$ cat src/rtl/u8scc_pkg.sv
`timescale 1ns / 1ps

package u8scc_pkg;

  localparam int DataW            = 8;
  localparam int OutW             = 16;
  localparam int RemW             = 3;
  localparam int CountBitsDefault = 16;

  // Lead byte class boundaries
  localparam logic [DataW-1:0] ContMask  = 8'hC0;
  localparam logic [DataW-1:0] ContTag   = 8'h80;
  localparam logic [DataW-1:0] Lead2Min  = 8'hC0;
  localparam logic [DataW-1:0] Lead3Min  = 8'hE0;
  localparam logic [DataW-1:0] Lead4Min  = 8'hF0;
  localparam logic [DataW-1:0] Lead5Min  = 8'hF8;
  localparam logic [DataW-1:0] Lead6Min  = 8'hFC;
  localparam logic [DataW-1:0] BadLead   = 8'hFF;

  typedef struct packed {
    logic            is_zero;   // string terminator
    logic            is_cont;   // matches 10xxxxxx
    logic            lead_ok;   // usable as a lead byte
    logic            is_ascii;  // single-byte symbol
    logic [RemW-1:0] rem;       // continuation bytes that follow this lead
  } byte_info_t;

endpackage

$ cat src/rtl/u8scc_decode.sv
`timescale 1ns / 1ps

module u8scc_decode
  import u8scc_pkg::*;
(
  input  logic [DataW-1:0] data_byte_i,
  output byte_info_t       info_o
);

  always_comb begin
    info_o          = '0;
    info_o.is_zero  = (data_byte_i == '0);
    info_o.is_cont  = ((data_byte_i & ContMask) == ContTag);
    case (data_byte_i) inside
      [8'h00 : ContTag - 8'h01]: begin
        info_o.lead_ok  = 1'b1;
        info_o.is_ascii = 1'b1;
        info_o.rem      = RemW'(0);
      end
      [Lead2Min : Lead3Min - 8'h01]: begin
        info_o.lead_ok = 1'b1;
        info_o.rem     = RemW'(1);
      end
      [Lead3Min : Lead4Min - 8'h01]: begin
        info_o.lead_ok = 1'b1;
        info_o.rem     = RemW'(2);
      end
      [Lead4Min : Lead5Min - 8'h01]: begin
        info_o.lead_ok = 1'b1;
        info_o.rem     = RemW'(3);
      end
      [Lead5Min : Lead6Min - 8'h01]: begin
        info_o.lead_ok = 1'b1;
        info_o.rem     = RemW'(4);
      end
      [Lead6Min : BadLead - 8'h01]: begin
        info_o.lead_ok = 1'b1;
        info_o.rem     = RemW'(5);
      end
      default: begin
        // continuation byte or 0xFF in lead position
        info_o.lead_ok = 1'b0;
      end
    endcase
  end

endmodule

$ cat src/rtl/u8scc_track.sv
`timescale 1ns / 1ps

module u8scc_track
  import u8scc_pkg::*;
#(
  parameter int COUNT_BITS = CountBitsDefault
) (
  input  logic                  clk_i,
  input  logic                  rst_ni,
  input  logic                  step_i,
  input  byte_info_t            info_i,
  output logic                  ok_o,
  output logic [COUNT_BITS-1:0] symbols_o,
  output logic [COUNT_BITS-1:0] width_o,
  output logic [COUNT_BITS-1:0] multibyte_o
);

  localparam logic [COUNT_BITS-1:0] CntMax = '1;

  logic [RemW-1:0]       rem_q, rem_d;
  logic                  lead_err_q, lead_err_d;
  logic                  cont_err_q, cont_err_d;
  logic [COUNT_BITS-1:0] sym_q, sym_d;
  logic [COUNT_BITS-1:0] wid_q, wid_d;
  logic [COUNT_BITS-1:0] mb_q, mb_d;

  always_comb begin
    rem_d      = rem_q;
    lead_err_d = lead_err_q;
    cont_err_d = cont_err_q;
    sym_d      = sym_q;
    wid_d      = wid_q;
    mb_d       = mb_q;
    if (step_i) begin
      if (info_i.is_zero) begin
        rem_d      = '0;
        lead_err_d = 1'b0;
        cont_err_d = 1'b0;
        sym_d      = '0;
        wid_d      = '0;
        mb_d       = '0;
      end else if (lead_err_q) begin
        // rest of the string is skipped
      end else if (rem_q != '0) begin
        if (!info_i.is_cont) begin
          cont_err_d = 1'b1;
        end
        rem_d = rem_q - RemW'(1);
      end else if (!info_i.lead_ok) begin
        lead_err_d = 1'b1;
      end else begin
        sym_d = (sym_q == CntMax) ? CntMax : sym_q + COUNT_BITS'(1);
        if (info_i.is_ascii) begin
          wid_d = (wid_q == CntMax) ? CntMax : wid_q + COUNT_BITS'(1);
        end else begin
          wid_d = (wid_q >= CntMax - COUNT_BITS'(1)) ? CntMax : wid_q + COUNT_BITS'(2);
          mb_d  = (mb_q == CntMax) ? CntMax : mb_q + COUNT_BITS'(1);
        end
        rem_d = info_i.rem;
      end
    end
  end

  always_ff @(posedge clk_i or negedge rst_ni) begin
    if (!rst_ni) begin
      rem_q      <= '0;
      lead_err_q <= 1'b0;
      cont_err_q <= 1'b0;
      sym_q      <= '0;
      wid_q      <= '0;
      mb_q       <= '0;
    end else begin
      rem_q      <= rem_d;
      lead_err_q <= lead_err_d;
      cont_err_q <= cont_err_d;
      sym_q      <= sym_d;
      wid_q      <= wid_d;
      mb_q       <= mb_d;
    end
  end

  // Summary of the string so far, taken when the terminator is consumed
  assign ok_o        = !lead_err_q && !cont_err_q && (rem_q == '0);
  assign symbols_o   = lead_err_q ? '0 : sym_q;
  assign width_o     = lead_err_q ? '0 : wid_q;
  assign multibyte_o = lead_err_q ? '0 : mb_q;

endmodule

$ cat src/rtl/utf8_string_checker_counter_unit.sv
`timescale 1ns / 1ps
// Channel  | Signals                                   | Transaction when
// ---------+-------------------------------------------+-----------------------------
// input    | in_valid_i, in_stall_o, data_byte_i        | in_valid_i && !in_stall_o
// output   | out_valid_o, out_stall_i, is_valid_o,      | out_valid_o && !out_stall_i
//          | symbol_count_o, display_width_o,           |
//          | multibyte_count_o                          |
//
// One byte per cycle sustained while no terminator is held. A byte is registered
// in the input register and decoded into the tracking state; a zero byte loads
// the result register, from which the result is shown.
// Only a terminator waiting on a full, stalled result register holds the input.
// Reset clears the tracking state and both valid flags; no clearing pass.

module utf8_string_checker_counter_unit
  import u8scc_pkg::*;
#(
  parameter int COUNT_BITS = CountBitsDefault
) (
  input  logic             clk_i,
  input  logic             rst_ni,
  input  logic             in_valid_i,
  output logic             in_stall_o,
  input  logic [DataW-1:0] data_byte_i,
  output logic             out_valid_o,
  input  logic             out_stall_i,
  output logic             is_valid_o,
  output logic [OutW-1:0]  symbol_count_o,
  output logic [OutW-1:0]  display_width_o,
  output logic [OutW-1:0]  multibyte_count_o
);

  logic             in_vld_q;
  logic [DataW-1:0] byte_q;
  byte_info_t       info;
  logic             out_free;
  logic             step;
  logic             emit;

  logic                  ok;
  logic [COUNT_BITS-1:0] sym_cnt;
  logic [COUNT_BITS-1:0] wid_cnt;
  logic [COUNT_BITS-1:0] mb_cnt;
  logic [OutW-1:0]       sym_ext;
  logic [OutW-1:0]       wid_ext;
  logic [OutW-1:0]       mb_ext;

  logic            out_vld_q;
  logic            ok_q;
  logic [OutW-1:0] sym_q;
  logic [OutW-1:0] wid_q;
  logic [OutW-1:0] mb_q;

  u8scc_decode u_decode (
    .data_byte_i (byte_q),
    .info_o      (info)
  );

  assign out_free   = !out_vld_q || !out_stall_i;
  assign step       = in_vld_q && (!info.is_zero || out_free);
  assign emit       = step && info.is_zero;
  assign in_stall_o = in_vld_q && !step;

  always_ff @(posedge clk_i or negedge rst_ni) begin
    if (!rst_ni) begin
      in_vld_q <= 1'b0;
    end else if (!in_stall_o) begin
      in_vld_q <= in_valid_i;
    end
  end

  always_ff @(posedge clk_i) begin
    if (in_valid_i && !in_stall_o) begin
      byte_q <= data_byte_i;
    end
  end

  u8scc_track #(
    .COUNT_BITS (COUNT_BITS)
  ) u_track (
    .clk_i       (clk_i),
    .rst_ni      (rst_ni),
    .step_i      (step),
    .info_i      (info),
    .ok_o        (ok),
    .symbols_o   (sym_cnt),
    .width_o     (wid_cnt),
    .multibyte_o (mb_cnt)
  );

  // Reported counts are the low bits of the counters
  if (COUNT_BITS >= OutW) begin : g_trunc
    assign sym_ext = sym_cnt[OutW-1:0];
    assign wid_ext = wid_cnt[OutW-1:0];
    assign mb_ext  = mb_cnt[OutW-1:0];
  end else begin : g_ext
    assign sym_ext = OutW'(sym_cnt);
    assign wid_ext = OutW'(wid_cnt);
    assign mb_ext  = OutW'(mb_cnt);
  end

  always_ff @(posedge clk_i or negedge rst_ni) begin
    if (!rst_ni) begin
      out_vld_q <= 1'b0;
    end else if (emit) begin
      out_vld_q <= 1'b1;
    end else if (!out_stall_i) begin
      out_vld_q <= 1'b0;
    end
  end

  always_ff @(posedge clk_i) begin
    if (emit) begin
      ok_q  <= ok;
      sym_q <= sym_ext;
      wid_q <= wid_ext;
      mb_q  <= mb_ext;
    end
  end

  assign out_valid_o       = out_vld_q;
  assign is_valid_o        = ok_q;
  assign symbol_count_o    = sym_q;
  assign display_width_o   = wid_q;
  assign multibyte_count_o = mb_q;

endmodule

$ cat config.mk
export PLATFORM = sky130hd
export DESIGN_NAME = utf8_string_checker_counter_unit
export DESIGN_NICKNAME = d
export VERILOG_FILES = /design/src/rtl/u8scc_pkg.sv /design/src/rtl/u8scc_decode.sv /design/src/rtl/u8scc_track.sv /design/src/rtl/utf8_string_checker_counter_unit.sv
export SDC_FILE = /design/constraint.sdc
export NUM_CORES = 1
export LEC_CHECK = 0
export BUFFER_PORTS_ARGS = -buffer_cell sky130_fd_sc_hd__buf_2
export CORE_UTILIZATION = 45
export CTS_BUF_LIST = sky130_fd_sc_hd__clkbuf_8 sky130_fd_sc_hd__clkbuf_16
export DETAILED_ROUTE_END_ITERATION = 16
export RECOVER_POWER = 25
export SLEW_MARGIN = 10
export SYNTH_ARGS = -nofsm -noshare
export SYNTH_HDL_FRONTEND = slang
export SYNTH_SLANG_ARGS = --single-unit
$ cat constraint.sdc
create_clock -name clk_i -period 8.15 [get_ports clk_i]
set_clock_uncertainty 0.1 [all_clocks]
set_input_delay 0 -clock clk_i [delete_from_list [all_inputs] [get_ports clk_i]]
set_output_delay 0 -clock clk_i [all_outputs]
set_load 0.01 [all_outputs]
* After elaboration in Yosys (flattened, before gate mapping)
Index checks and enable logic that the tools add are counted.
** Word-level totals
- Memories :: 0
- RAM bits :: 0
- Input port bits :: 12
- Word-level logic and storage cells :: 116
- Flip-flop bits (word level) :: 112
- ROM bits :: 0
- Bits in latches :: 0
** Operators by class
- Shift operators :: 0
- Eq/ne operators :: 9
- Div/mod/pow operators :: 0
- Muxes and demuxes :: 45
- Reduce and logical (&&, ||, !) cells :: 31
- Order comparisons :: 13
- Multipliers :: 0
- Add/subtract/negate cells :: 5
- Bitwise gates (word level) :: 0
** Operators by type and width (count)
- 16-bit two-way mux :: 18
- 16-bit by 1-bit adder with 16-bit output, second input constant :: 3
- 16-bit == test, second input constant :: 3
- 8-bit greater-or-equal comparator, second input constant :: 5
- 8-bit <= comparator, second input constant :: 5
- 3-bit two-way mux :: 10
- 1-bit two-way mux :: 17
- 16-bit by 2-bit adder with 16-bit output, second input constant :: 1
- 16-bit greater-or-equal comparator, second input constant :: 1
- 1-bit logical AND :: 12
- 8-bit by 1-bit greater-or-equal comparator with 1-bit output, second input constant :: 1
- 8-bit by 7-bit <= comparator with 1-bit output, second input constant :: 1
- 8-bit logical NOT :: 1
- 4-bit AND reduction :: 2
- 1-bit logical NOT :: 7
- 2-bit != test, second input constant :: 3
- 3-bit nonzero test :: 2
- 5-bit AND reduction :: 1
- 2-bit by 1-bit != test with 1-bit output, second input constant :: 2
- 2-bit nonzero test :: 2
- 3-bit logical NOT :: 1
- 3-bit AND reduction :: 1
- 3-bit by 1-bit subtractor with 3-bit output, second input constant :: 1
- 2-bit == test, second input constant :: 1
- 1-bit logical OR :: 2

* Longest topological paths before layout
- Depth in word-level cells :: 12
- Gate-level depth with buffers :: 9
- Mapped depth without buffers :: 7

* Hierarchy
A second synthesis with hierarchy kept.
** Second synthesis, totals
- Cell total of the unflattened synthesis :: 564
- Area, all modules :: 5805.6 um2
** Modules (own cells, without submodules)
- u8scc_track :: times used 1, cells each 479, seq. area each 1326.3 um2, area each 3885.0 um2
- utf8_string_checker_counter_unit :: times used 1, cells each 69, seq. area each 1761.7 um2, area each 1816.7 um2
- u8scc_decode :: times used 1, cells each 16, seq. area each 0.0 um2, area each 103.8 um2

* Worst setup path before layout
No wires, ideal clock.
- Kind :: register to register
- From :: register byte_q[3]
- To :: register wid_q[0] (netlist: display_width_o[0]) (enable)
- Buffers on the path :: 1
- Arrival time :: 3.797 ns
- Clock period less this slack :: 4.370 ns
- Slack :: 3.780 ns
- Stages on the path, launching flop included :: 6
- Cells stage by stage :: edfxtp_1 -> or4_4 -> buf_6 -> nor2_1 -> nand2_1 -> a21oi_1
** Between the ends
- Longest elaborated chain between the ends :: 5
** RTL lines
- start, declared :: line utf8_string_checker_counter_unit.sv:34 : logic [DataW-1:0] byte_q;
- start signal, assigned :: line utf8_string_checker_counter_unit.sv:74 : byte_q <= data_byte_i;
- 8-bit logical NOT (*) :: line u8scc_decode.sv:12 : info_o.is_zero = (data_byte_i == '0);
- 1-bit logical NOT :: line utf8_string_checker_counter_unit.sv:60 : assign step = in_vld_q && (!info.is_zero || out_free);
- 1-bit logical OR :: line utf8_string_checker_counter_unit.sv:60
- 1-bit logical AND :: line utf8_string_checker_counter_unit.sv:60
- 1-bit logical AND (*) :: line utf8_string_checker_counter_unit.sv:61 : assign emit = step && info.is_zero;
- via emit :: line utf8_string_checker_counter_unit.sv:38 : logic emit;
- end signal, assigned :: line utf8_string_checker_counter_unit.sv:116 : wid_q <= wid_ext;
- end, declared :: line utf8_string_checker_counter_unit.sv:51 : logic [OutW-1:0] wid_q;
Mark *: on every way through the listed nets, which the timed path passes. The rest lies on a longest branch.
A chain may end at the register's enable or synchronous reset.

* Worst setup path in the final report
- From :: register byte_q[7]
- To :: register u_track.wid_q[12]
** Between the ends
- Longest elaborated chain between the ends :: 10
** RTL lines
- 8-bit greater-or-equal comparator (no line) or 8-bit <= comparator (tied branches)
- 1-bit logical AND (no line)
- 1-bit two-way mux (6 in a row) :: line u8scc_decode.sv:14 : case (data_byte_i) inside
- 2-bit nonzero test (no line)
- 4-bit AND reduction (no line)
- end signal, assigned :: line u8scc_track.sv:77 : wid_q <= wid_d;
- end, declared :: line u8scc_track.sv:24 : logic [COUNT_BITS-1:0] wid_q, wid_d;
Several ways; a longest one is shown, not always the timed one. The select of a mux whose other input is x is not followed.

==> metrics <==
total die area=0.01331 mm^2; Overall Power=0.001516 W; largest net degree at the start of global routing=56; CTS tree=built; Synth cell types=65; first-pass GRT wire length=21150 um; Routed Antenna Nets=0; Hold/Removal Path Class=primary input to flop; hpwl dp=8361 um; failing checks=max-capacitance violations, max-slew violations; asr flop ratio synth=0.4911; Critical Path RT=8290 ps; met2 GRT Util=0.3357; Top Usage Layer GRT=met2; f_max=303.2 MHz; power per cell area=230.3 mW/mm^2; RSZ-0062 raised after global routing=false; cell count after synthesis=560; crit share post-route=0.4047; fin nets=634; arrival time at the worst endpoint=3440 ps; RD Place Congestion=0.8551; H-tree Lvls=3; number of synthesized flops with an enable pin=57; # IOs=63; Yosys top cell area share=0.2960; DRC Markers=0; Setup crit start kind=flop; antenna violations before repair=0; Post-Syn Area per Cell=10.32 um^2; ys flop type=edfxtp_1; grt ovf=0; count leader, synth=edfxtp_1; clock root buffer master=clkbuf_16; Slew @ Worst Pin=3096 ps; Final Instance Area=0.006581 mm^2; final slew viol count=56; Pre-antenna DRT Iters=5; Seq/Total Area, Yosys=0.5341; Worst-Skew Late Latency=360 ps; Final setup viols=0; initial DRC count=256; VDD IR max=104.7 uV; Commonest cells post-synth=edfxtp_1 (57), dfrtp_1 (55), nand2_1 (43), nor2b_1 (43), o21ai_0 (42); dpl cell area=0.006200 mm^2; total negative slack=0 ps; CP max FO=23; Reg clk slew, reported paths=70 ps; clk buf depth=2; Synth Register Bits=112; initial core utilization=0.4600; Chip Width=115.4 um; Setup Crit Path Kind=flop to flop; top cell type by total area after synthesis=edfxtp_1; CTS Buf Count=9; placed insts=764; share of cells above drive strength 1=0.06613; status=complete, but fails checks; GR met3 Demand/Resource=0.04217; Post-Route WL=12910 um; number of global-route vias before repair=4242; Core Area=0.01257 mm^2; Synthesized Nets=579; slew margin rel.=-1.064; routed len/inst=16.30 um; Worst setup EP type=flop; largest cells by area after synthesis=edfxtp_1 (30%), dfrtp_1 (24%), nor2b_1 (4.7%), o21ai_0 (3.6%), nand2_1 (2.8%); Yosys Warn Count=0; gr usage total=0.2070; Die Y=115.4 um; # diodes=0; final hold violation count=0; vias=4591; clk sinks=112; FP Rows=41; Post-Layout Cell Count=792; Synth-to-Final Area Change=13.83%; grt met1 use=0.2728; maxcap violations=1; mapped cell area=0.005782 mm^2; number of buffers added on ports=62; post-CTS sizing=0; fin crit period=3298 ps; Lkg Pwr=2.438 nW; DR vias/cell=5.797
[flip-flops by register name, indices dropped and copies added (netlist names)]
name / cells
out_valid_o: 1
display_width_o: 16
u_track.lead_err_q: 1
u_track.mb_q: 16
byte_q: 8
in_vld_q: 1
multibyte_count_o: 16
u_track.sym_q: 16
u_track.wid_q: 16
symbol_count_o: 16
u_track.cont_err_q: 1
is_valid_o: 1
u_track.rem_q: 3
[worst paths after layout]
path,slack (ps),depth (start not counted),from,endpoint
max in group asynchronous,4990,3,rst_ni,u_track.sym_q[5]$_DFFE_PN0P_
max,4850,4,byte_q[7]$_DFFE_PP_,u_track.wid_q[12]$_DFFE_PN0P_
min in group asynchronous,1190,3,rst_ni,u_track.lead_err_q$_DFFE_PN0P_
min reg2reg,440,1,u_track.mb_q[9]$_DFFE_PN0P_,u_track.mb_q[9]$_DFFE_PN0P_
min,250,2,data_byte_i[0],byte_q[0]$_DFFE_PP_
max reg2reg,4850,4,byte_q[7]$_DFFE_PP_,u_track.wid_q[12]$_DFFE_PN0P_
[per-stage QoR]
stage	hold WS [ps]	util	setup slack (ps)
2_1_floorplan	-395.6	-	3780
6_report	246.9	0.5236	4852
3_3_place_gp	76.61	0.4933	4948
4_1_cts	234.6	0.5289	4861
3_5_place_dp	78.09	0.4933	4857
5_1_grt	252.7	0.5236	4245
[report_power, final]
part	internal, W	switching (W)
logic	0.000115	0.000157
registers	0.000661	0.000108
clock network	0.000273	0.000202
[final cells by class]
type,count,area (um^2)
Fill cell,1142,5987
Tap cell,172,215.2
Inverter,16,60.06
Clock buffer,12,277.8
Sequential cell,112,3088
Clock inverter,4,50.05
Timing Repair Buffer,78,394.1
Multi-Input combinational cell,398,2496
[per-layer routing]
layer / wire length, um / vias up
met5: 0 / -
met2: 6014 / 132
met4: 228 / 0
met1: 5980 / 2221
li1: - / 2225
met3: 688 / 13
[cells by family after synthesis]
kind of cell,Yosys count,synth area share
compound gates,162,0.1935
simple gates,223,0.2112
fa+ha+maj,7,0.01515
flops,112,0.5341
xor+xnor,4,0.006060
mux,2,0.003463
buf+inv,50,0.03657
[cells in the final DEF, fill, tap and decap left out, types with 5 or more instances in the layout]
cell / netlist / layout
o21ai_1: 9 / 9
nand4_1: 12 / 12
dfrtp_1: 55 / 55
clkbuf_16: 0 / 10
a21oi_1: 19 / 18
dlygate4sd3_1: 0 / 12
a22o_1: 15 / 15
nor2_1: 38 / 37
ha_1: 7 / 7
inv_1: 16 / 17
nor2b_1: 43 / 43
clkbuf_1: 24 / 51
buf_2: 7 / 12
and4_1: 8 / 8
and2_1: 5 / 5
o211ai_1: 7 / 7
nor4_1: 8 / 8
a21o_1: 11 / 11
nand2_1: 43 / 43
nand3_1: 27 / 27
edfxtp_1: 57 / 57
nor3_1: 7 / 7
a31oi_1: 8 / 8
and3_1: 14 / 14
o31ai_1: 9 / 9
o21ai_0: 42 / 42
[timing repair]
item,4_1_cts,5_1_grt
buffers inserted,0,0
hold buffers,12,0
endpoints found under the hold margin,73,0
[worst max-delay path: stages (launching register included)]
cell and delay [ps]:
edfxtp_1 680, or4_1 660, o21ai_1 410, nand4_1 750, a221o_1 590
Power figures use the tool's default switching activity.
